`src/hdl/pms_pkg.sv`:
```
// Shared types for the point median smoother.
// No dependencies; used by pms_out_buffer and point_median_smoother_core.
`default_nettype none

package pms_pkg;

  // Occupancy of the two-entry result buffer.
  typedef struct packed {
    logic main_full;
    logic skid_full;
  } buf_stat_t;

endpackage

`default_nettype wire

```
`src/hdl/pms_median_lane.sv`:
```
// One median lane: rank-select median over a window of signed coordinates.
// No dependencies; instantiated once per axis by point_median_smoother_core.
`default_nettype none

module pms_median_lane #(
  parameter int WINDOW     = 5,
  parameter int COORD_BITS = 12
) (
  input  logic signed [COORD_BITS-1:0] win_i [WINDOW],
  output logic signed [COORD_BITS-1:0] median_o
);

  localparam int RankW = $clog2(WINDOW);
  localparam logic [RankW-1:0] MidRank = RankW'(WINDOW / 2);

  logic [RankW-1:0] rank [WINDOW];

  // Rank of each entry in ascending order; equal values are ordered by slot.
  always_comb begin
    for (int i = 0; i < WINDOW; i++) begin
      rank[i] = '0;
      for (int j = 0; j < WINDOW; j++) begin
        if ((win_i[j] < win_i[i]) || ((j < i) && (win_i[j] == win_i[i]))) begin
          rank[i] = rank[i] + RankW'(1);
        end
      end
    end
  end

  // Exactly one entry holds the middle rank.
  always_comb begin
    median_o = '0;
    for (int i = 0; i < WINDOW; i++) begin
      if (rank[i] == MidRank) begin
        median_o = median_o | win_i[i];
      end
    end
  end

endmodule

`default_nettype wire

```
`src/hdl/pms_out_buffer.sv`:
```
// Merging stage: two-entry output buffer (main register plus skid) for results.
// Depends on pms_pkg for the occupancy struct.
`default_nettype none

module pms_out_buffer #(
  parameter int DATA_W = 25
) (
  input  logic              clk_i,
  input  logic              rst_ni,
  input  logic              push_valid_i,
  input  logic [DATA_W-1:0] push_data_i,
  input  logic              pop_stall_i,
  output logic [DATA_W-1:0] pop_data_o,
  output pms_pkg::buf_stat_t stat_o
);

  logic              main_valid_q, skid_valid_q;
  logic [DATA_W-1:0] main_q, skid_q;
  logic              push, pop;

  assign push = push_valid_i && !skid_valid_q;
  assign pop  = main_valid_q && !pop_stall_i;

  always_ff @(posedge clk_i or negedge rst_ni) begin
    if (!rst_ni) begin
      main_valid_q <= 1'b0;
      skid_valid_q <= 1'b0;
    end else if (skid_valid_q) begin
      if (pop) begin
        skid_valid_q <= 1'b0;
      end
    end else if (push) begin
      if (main_valid_q && !pop) begin
        skid_valid_q <= 1'b1;
      end
      main_valid_q <= 1'b1;
    end else if (pop) begin
      main_valid_q <= 1'b0;
    end
  end

  always_ff @(posedge clk_i) begin
    if (skid_valid_q) begin
      if (pop) begin
        main_q <= skid_q;
      end
    end else if (push) begin
      if (main_valid_q && !pop) begin
        skid_q <= push_data_i;
      end else begin
        main_q <= push_data_i;
      end
    end
  end

  assign pop_data_o       = main_q;
  assign stat_o.main_full = main_valid_q;
  assign stat_o.skid_full = skid_valid_q;

endmodule

`default_nettype wire

```
`src/hdl/point_median_smoother_core.sv`:
```
// Top level of the point median smoother: history window, two median lanes, result buffer.
// Depends on pms_pkg, pms_median_lane and pms_out_buffer.
`default_nettype none

// Temporal median smoother for one (x, y) point per transfer. The first WINDOW
// points pass straight through with filtered_o low while they fill the history
// window. From then on each transfer returns the per-axis median of the WINDOW
// points received before it (so the output lags by one point) with filtered_o
// high, and the new point replaces the oldest one. Throughput is one point per
// clock while point_stall_o is low: both axis lanes find their median in the
// accept cycle from a rank count over the window registers, and the result is
// registered in the output register, or in the skid entry if one is waiting. A
// two-entry output buffer lets an input transfer complete while one result still
// waits downstream; point_stall_o rises only once two results are queued.
module point_median_smoother_core #(
  parameter int WINDOW     = 5,
  parameter int COORD_BITS = 12
) (
  input  logic                         clk_i,
  input  logic                         rst_ni,
  input  logic                         point_valid_i,
  output logic                         point_stall_o,
  input  logic signed [COORD_BITS-1:0] point_x_i,
  input  logic signed [COORD_BITS-1:0] point_y_i,
  output logic                         smooth_valid_o,
  input  logic                         smooth_stall_i,
  output logic signed [COORD_BITS-1:0] smooth_x_o,
  output logic signed [COORD_BITS-1:0] smooth_y_o,
  output logic                         filtered_o
);

  localparam int FillW = $clog2(WINDOW + 1);
  localparam logic [FillW-1:0] FullCount = FillW'(WINDOW);
  localparam int ResW = 2 * COORD_BITS + 1;

  logic signed [COORD_BITS-1:0] hist_x_q [WINDOW];
  logic signed [COORD_BITS-1:0] hist_y_q [WINDOW];
  logic [FillW-1:0]             fill_q, fill_d;
  logic                         in_xfer;
  logic                         warm;
  logic signed [COORD_BITS-1:0] med_x, med_y;
  logic [ResW-1:0]              res_d, res_q;
  pms_pkg::buf_stat_t           stat;

  assign in_xfer = point_valid_i && !point_stall_o;
  assign warm    = (fill_q != FullCount);

  // Count points up to the window size, then hold.
  assign fill_d = warm ? (fill_q + FillW'(1)) : fill_q;

  always_ff @(posedge clk_i or negedge rst_ni) begin
    if (!rst_ni) begin
      fill_q <= '0;
    end else if (in_xfer) begin
      fill_q <= fill_d;
    end
  end

  // Shift the new point in at the top and drop the oldest; during warm-up the
  // window is never read, so filling by shifting gives the same set of points.
  always_ff @(posedge clk_i) begin
    if (in_xfer) begin
      for (int i = 0; i < WINDOW - 1; i++) begin
        hist_x_q[i] <= hist_x_q[i+1];
        hist_y_q[i] <= hist_y_q[i+1];
      end
      hist_x_q[WINDOW-1] <= point_x_i;
      hist_y_q[WINDOW-1] <= point_y_i;
    end
  end

  // One lane per axis.
  pms_median_lane #(
    .WINDOW    (WINDOW),
    .COORD_BITS(COORD_BITS)
  ) u_lane_x (
    .win_i   (hist_x_q),
    .median_o(med_x)
  );

  pms_median_lane #(
    .WINDOW    (WINDOW),
    .COORD_BITS(COORD_BITS)
  ) u_lane_y (
    .win_i   (hist_y_q),
    .median_o(med_y)
  );

  // Merge the lane results, or pass the raw point during warm-up.
  assign res_d = warm ? {point_x_i, point_y_i, 1'b0} : {med_x, med_y, 1'b1};

  pms_out_buffer #(
    .DATA_W(ResW)
  ) u_out_buffer (
    .clk_i       (clk_i),
    .rst_ni      (rst_ni),
    .push_valid_i(point_valid_i),
    .push_data_i (res_d),
    .pop_stall_i (smooth_stall_i),
    .pop_data_o  (res_q),
    .stat_o      (stat)
  );

  assign point_stall_o  = stat.skid_full;
  assign smooth_valid_o = stat.main_full;
  assign smooth_x_o     = res_q[ResW-1 -: COORD_BITS];
  assign smooth_y_o     = res_q[COORD_BITS:1];
  assign filtered_o     = res_q[0];

`ifndef ASSERT_OFF
  // Skid entry is only used behind a waiting main entry.
  a_skid_behind_main: assert property (@(posedge clk_i) disable iff (!rst_ni)
    stat.skid_full |-> stat.main_full)
    else $error("skid entry held without a main entry");

  // A transfer always leaves a result ready in the next cycle.
  a_xfer_gives_result: assert property (@(posedge clk_i) disable iff (!rst_ni)
    in_xfer |=> smooth_valid_o)
    else $error("input transfer produced no result");

  // Once the window is full it stays full.
  a_fill_saturates: assert property (@(posedge clk_i) disable iff (!rst_ni)
    (fill_q == FullCount) |=> (fill_q == FullCount))
    else $error("fill count left saturation");

  // A warm-up transfer never produces a median.
  a_warm_passthrough: assert property (@(posedge clk_i) disable iff (!rst_ni)
    (in_xfer && warm && !smooth_valid_o) |=> !filtered_o)
    else $error("median flagged during warm-up");
`endif

endmodule

`default_nettype wire
```
`config.mk`:
```
export PLATFORM = sky130hd
export DESIGN_NAME = point_median_smoother_core
export DESIGN_NICKNAME = d
export VERILOG_FILES = /design/src/hdl/pms_pkg.sv /design/src/hdl/pms_median_lane.sv /design/src/hdl/pms_out_buffer.sv /design/src/hdl/point_median_smoother_core.sv
export SDC_FILE = /design/constraint.sdc
export NUM_CORES = 1
export LEC_CHECK = 0
export BUFFER_PORTS_ARGS = -buffer_cell sky130_fd_sc_hd__buf_2
export CAP_MARGIN = 20
export CORE_AREA = 2 2 198 152
export DETAILED_ROUTE_END_ITERATION = 6
export DIE_AREA = 0 0 200 154
export MAX_ROUTING_LAYER = met4
export PLACE_DENSITY = 0.73
export RECOVER_POWER = 100
export SLEW_MARGIN = 5
export SYNTH_ARGS = -nofsm -noshare
export SYNTH_HDL_FRONTEND = slang
export SYNTH_SLANG_ARGS = --single-unit
```
`constraint.sdc`:
```
create_clock -name clk_i -period 5.74 [get_ports clk_i]
set_clock_uncertainty 0.05 [all_clocks]
set_input_delay 0.861 -clock clk_i [delete_from_list [all_inputs] [get_ports clk_i]]
set_output_delay 0.861 -clock clk_i [all_outputs]
set_load 0.005 [all_outputs]
```
Word-level counts from Yosys, hierarchy flattened
Index checks and enable logic that the tools add are counted.

Logic and storage cells: 251. Input bits: 28. Bits in registers: 175.

Equality and inequality tests: 33. Multiplexer cells: 71. Bitwise logic cells: 9. Reduce and logical (&&, ||, !) cells: 32. $add $sub $neg: 41. Magnitude comparators: 50.

Operators with widths (number): 12-bit less-than comparator (50); 12-bit == test (20); 25-bit 2-to-1 mux (5); 3-bit by 1-bit adder with 3-bit output (second input constant) (41); 12-bit 2-to-1 mux (10); 3-bit 2-to-1 mux (40); 12-bit bitwise OR (8); 3-bit by 2-bit == test with 1-bit output (second input constant) (10); 1-bit logical OR (20); 1-bit 2-to-1 mux (16); 3-bit AND reduction (2); 2-bit AND reduction (2); 2-bit nonzero test (2); 1-bit logical AND (3); 1-bit logical NOT (3); 3-bit inequality test (second input constant) (1); 2-bit by 1-bit inequality test with 1-bit output (second input constant) (1); 2-bit inequality test (second input constant) (1); 1-bit NOT (1).

Longest topological paths before layout
Depth after elaboration: 24. Depth in mapped cells: 24. Mapped depth without buffers: 22.

Modules after synthesis
A second synthesis with hierarchy kept.

Cells, all modules: 1259. Area total of the unflattened synthesis: 14074.7 µm².

Modules (own cells, without submodules): point_median_smoother_core (area an instance 4129.0 µm², times used 1, seq. area each 3678.5 µm², cells an instance 161); pms_median_lane at u_lane_x (area an instance 4087.7 µm², times used 1, seq. area each 0.0 µm², cells an instance 519); pms_median_lane at u_lane_y (area an instance 3906.2 µm², times used 1, seq. area each 0.0 µm², cells an instance 487); pms_out_buffer (area an instance 1951.9 µm², times used 1, seq. area each 1551.5 µm², cells an instance 92).

Worst setup path after synthesis
Ideal clock, no wire load.

Path kind: input-to-reg. Start point: in point_valid_i. End point: reg u_out_buffer.main_q[0], in the netlist u_out_buffer.pop_data_o[0] (enable). Cell stages on the path: 4. Required time: 5275 ps. Buffers on the path: 1. Setup time: 415 ps. Setup slack: -534 ps. Arrival: 5808 ps. Cell sequence: nor2b_1 clkbuf_1 a21oi_1 a21oi_1.

Longest elaborated chain between the ends: 3.

RTL lines: start: declaration (RTL line point_median_smoother_core.sv:21) `input logic point_valid_i,`; 1-bit logical AND; named net in_xfer (RTL line point_median_smoother_core.sv:39) `logic in_xfer;`; 2-bit nonzero test (no source line); 3-bit AND reduction (no source line); end signal: assignment (RTL line pms_out_buffer.sv:45) `main_q <= skid_q;`; end signal: assignment (RTL line pms_out_buffer.sv:51) `main_q <= push_data_i;`; end: declaration (RTL line pms_out_buffer.sv:18) `logic [DATA_W-1:0] main_q, skid_q;`.

The timed path passes the listed nets, and every way through them passes these cells. A chain may end at the register's enable or synchronous reset.

Worst setup path in the final report
Start point: reg hist_y_q[11] (netlist name). End point: reg u_out_buffer.main_q[6], in the netlist u_out_buffer.pop_data_o[6], data pin.

Longest elaborated chain between the ends: 17. Elaborated cells on any way between the ends: 48.

RTL lines: start: declaration (RTL line point_median_smoother_core.sv:37) `logic signed [COORD_BITS-1:0] hist_y_q [WINDOW];`; start signal: indexed assignment (RTL line point_median_smoother_core.sv:65) `hist_y_q[i] <= hist_y_q[i+1];`; start signal: indexed assignment (RTL line point_median_smoother_core.sv:68) `hist_y_q[WINDOW-1] <= point_y_i;`; 12-bit less-than comparator / 12-bit == test (equally long branches) (RTL line pms_median_lane.sv:23) `if ((win_i[j] < win_i[i]) || ((j < i) && (win_i[j] == win_i[i]))) begin`; 1-bit logical OR (RTL line pms_median_lane.sv:23); 1-bit 2-to-1 mux (RTL line pms_median_lane.sv:23); 3-bit by 1-bit adder with 3-bit output (RTL line pms_median_lane.sv:24) `rank[i] = rank[i] + RankW'(1);`; 3-bit 2-to-1 mux (RTL line pms_median_lane.sv:23); 3-bit by 1-bit adder with 3-bit output (RTL line pms_median_lane.sv:24); 3-bit 2-to-1 mux (RTL line pms_median_lane.sv:23); 3-bit by 1-bit adder with 3-bit output (RTL line pms_median_lane.sv:24); 3-bit 2-to-1 mux (RTL line pms_median_lane.sv:23); 3-bit by 1-bit adder with 3-bit output (RTL line pms_median_lane.sv:24); 3-bit 2-to-1 mux (RTL line pms_median_lane.sv:23); 3-bit by 2-bit == test with 1-bit output (RTL line pms_median_lane.sv:34) `if (rank[i] == MidRank) begin`; 12-bit 2-to-1 mux (*) (RTL line pms_median_lane.sv:34); 25-bit 2-to-1 mux (*) (RTL line point_median_smoother_core.sv:90) `assign res_d = warm ? {point_x_i, point_y_i, 1'b0} : {med_x, med_y, 1'b1};`; 25-bit 2-to-1 mux (*) (RTL line pms_out_buffer.sv:48) `if (main_valid_q && !pop) begin`; 25-bit 2-to-1 mux (*) (RTL line pms_out_buffer.sv:47) `end else if (push) begin`; 25-bit 2-to-1 mux (*) (RTL line pms_out_buffer.sv:43) `if (skid_valid_q) begin`.

Mark *: on every way between the ends. The rest lies on a longest branch, timed or not. The select of a mux whose other input is x is not followed.

==> run metrics <==
Rows 54; Sink Count ~180; CP Launch Type register; fill count between 2000 and 3000; met2 WL post-DR roughly 18 mm; Synthesized Nets 1768; largest family of logic cells by synthesized area adder cells; Final Hold Violating Endpoints 0; port buffer count between 50 and 60; leading area contributor after synthesis edfxtp_1; H-tree lvl count 4; largest net degree at the start of global routing slightly above 70; Die Width 200 um; CP arrival 5.58 ns; GP Congestion approximately 0.97; post-DP HPWL between 30 and 40 mm; DR DRC count 0; Layout Utilization 55.5%; Synth warnings 0; TritonCTS clock tree built; drt pass-1 iters 5; die height about 150 um; max cap viols 4; EDFF count, synth 170; status complete, but fails checks; TritonCTS buffer count 17; Worst Hold Margin 0.220 ns; Final setup violation count 0; Synth Area in Compound Gates between 15 and 20%; Fmax 0.183 GHz; Synth Register Bits ~180; synth-to-layout area growth 7.74%; core box area 28700 sq um; simple-gate share of the synthesized area 17.8%; initial DRC count 1671; failing checks max-capacitance violations, max-slew violations; Reg area ~5200 sq um; Setup Crit Path Kind reg -> reg; unrepaired setup endpoints after global routing no; post-synthesis mux area share about 1.4%; Vias per Instance 6.41; gr ovfl total 0; antenna-violating nets left 0; worst-skew pair later-pin latency roughly 0.46 ns; Syn Inst Count between 1000 and 1500; PD cells approximately 570 nW/um^2; M1 WL between 20 and 25 mm; top cells by count, synth ha_1, edfxtp_1, inv_1, nand4_1, a21oi_1; Max Root-Sink Buffers 2; mapped cell area approximately 15000 sq um; area taken by multi-input logic gates 8750 sq um; Mapped Avg Cell Area about 10 sq um; initial core utilization ~52%; Lkg Pwr between 6 and 7 nW; Synth area leaders edfxtp_1, ha_1, nand4_1; Primary FF master, synth edfxtp_1; # hold bufs at CTS 0; Routed WL between 40 and 50 mm; gr usage total about 30%; DR WL met3 4.61 mm; share of the synthesized area in the top cell type between 30% and 40%; Root Buffer clkbuf_16; Crit path required time about 5.9 ns; Post-CTS Resized 0; initial antenna violation count 0; ys async rst share under 10%; postcts setup bufs 0; Hold/Removal Path Class in -> async; Slew Limit Headroom -33.5%; Die Area just over 30000 sq um; post-synthesis adder-cell area fraction 22.8%; Wirelength per Cell between 20 and 25 um; final worst-path cycle share 95.0%; vias after detailed routing between 10000 and 15000; top-count cell post-synth ha_1; Distinct cells, synth 87; top routing layer in use met4; vias in the first global route ~12000; worst-path maximum fanout 12; sequential-to-total area share from yosys stat 35.4%; first-pass GRT wire length between 60 and 70 mm; Nets 1824; Max VDD drop between 0.0005 and 0.0006 V; share of cells above drive strength 1 slightly above 7%; final-report max-slew violation count between 150 and 200; diodes inserted 0; Power Total between 9 and 10 mW; Synth Area in XOR/XNOR less than 1%; # IOs between 50 and 60; crit path capture type register; Slew @ Worst Pin between 2 and 2.5 ns; min Tclk post-route between 5 and 6 ns; clk slew on worst S/H paths about 0.070 ns; Setup TNS 0 ns
==> kinds of logic (layout without fill, tap and decap cells) <==
| logic type | Yosys count | in the layout |
|---|---|---|
| buffers and inverters | 184 | 253 |
| adder cells (fa/ha/maj) | 270 | 270 |
| flip-flops | 175 | 175 |
| AND/OR/NAND/NOR | 471 | 471 |
| XOR/XNOR | 12 | 12 |
| AO/OA/AOI/OAI | 342 | 342 |
| multiplexers | 18 | 18 |
==> sequential cells by signal, indices dropped and copies added (netlist names) <==
signal / count
u_out_buffer.skid_q: 25
hist_y_q: 60
u_out_buffer.pop_data_o: 25
fill_q: 3
hist_x_q: 60
u_out_buffer.skid_valid_q: 1
u_out_buffer.main_valid_q: 1
==> final cells by class <==
cell class                 instances  share of cell area, %
timing repair buffer              83                   2.54
inverter                         138                   3.25
tap                              392                   3.08
multi-input combinational       1113                   54.9
sequential                       175                   32.8
clock buffer                      19                   2.72
clock inverter                    13                  0.699
==> layer usage <==
layer | global-route usage, % | vias to the layer above
met3 | 5.81 | 77
met4 | 8.08 | 0
met5 | - | -
met1 | 45.0 | 5881
met2 | 40.2 | 663
li1 | - | 5766
==> cells in the final DEF (no fill, tap or decap), types with 4 or more instances in the layout <==
cell	Yosys	routed
a31oi_1	26	26
clkbuf_1	28	54
nor3_1	24	24
a21oi_1	91	91
and2_1	13	12
edfxtp_1	170	170
clkinv_1	0	4
o21ai_0	37	37
o31ai_1	27	27
xor2_1	4	4
a2111oi_0	3	7
nand4_1	101	101
a2111oi_2	23	12
mux2i_1	12	12
or2_2	7	7
ha_1	268	268
a211oi_1	24	24
nor2b_1	36	36
dfrtp_1	5	4
o21ai_1	5	5
a211o_1	4	4
nor2_1	86	86
and3_1	8	8
nand2b_1	32	32
o21bai_1	6	6
xnor2_1	8	8
inv_1	137	136
nand3_1	37	37
clkbuf_16	0	17
a21o_1	21	21
nor3b_1	7	7
o211ai_1	34	34
and4_1	11	11
buf_2	8	9
o21a_1	6	6
inv_6	0	4
nand2_1	71	71
a2111oi_1	0	7
nand3b_1	4	4
buf_4	2	19
==> path summary, 6_finish.rpt <==
check                             start                          to  slack [ns]  depth (start not counted)
max                        hist_y_q[11]  u_out_buffer.pop_data_o[6]        0.29                         16
min                              rst_ni   u_out_buffer.main_valid_q        0.22                          1
max reg2reg                hist_y_q[11]  u_out_buffer.pop_data_o[6]        0.29                         16
min reg2reg                   fill_q[2]                   fill_q[2]        0.43                          1
max in group asynchronous        rst_ni   u_out_buffer.skid_valid_q        5.16                          1
min in group clk_i            fill_q[2]                   fill_q[2]        0.43                          1
==> stage by stage <==
step / setup slack, ns / instances / cell area, sq um
final: 0.289 / 1933 / 15900
after global routing: 0.0938 / 1933 / 15900
after CTS: 0.374 / 1929 / 16100
after detailed placement: 0.383 / 1897 / 15500
after global placement: 0.625 / 1897 / 15500
after floorplan: 0.733 / 1472 / 14800
==> worst max-delay path, stage by stage, from the launching register on <==
cell and delay, ns:
edfxtp_1 0.53, ha_1 0.39, and4_1 0.24, nand3_1 0.16
a21oi_1 0.09, or4_1 0.54, and2_1 0.19, or2_2 0.32
ha_1 0.37, xor2_1 0.19, ha_1 0.32, and3b_1 0.17
mux4_2 0.66, nand2_1 0.14, nand4_1 0.09, a2111oi_1 0.61
o31ai_1 0.12
==> power breakdown <==
part / switching [mW] / internal, mW
logic: 3.62 / 1.99
clock network: 0.520 / 0.597
registers: 0.358 / 1.93
Note: power is estimated with default switching activity, not from simulation.
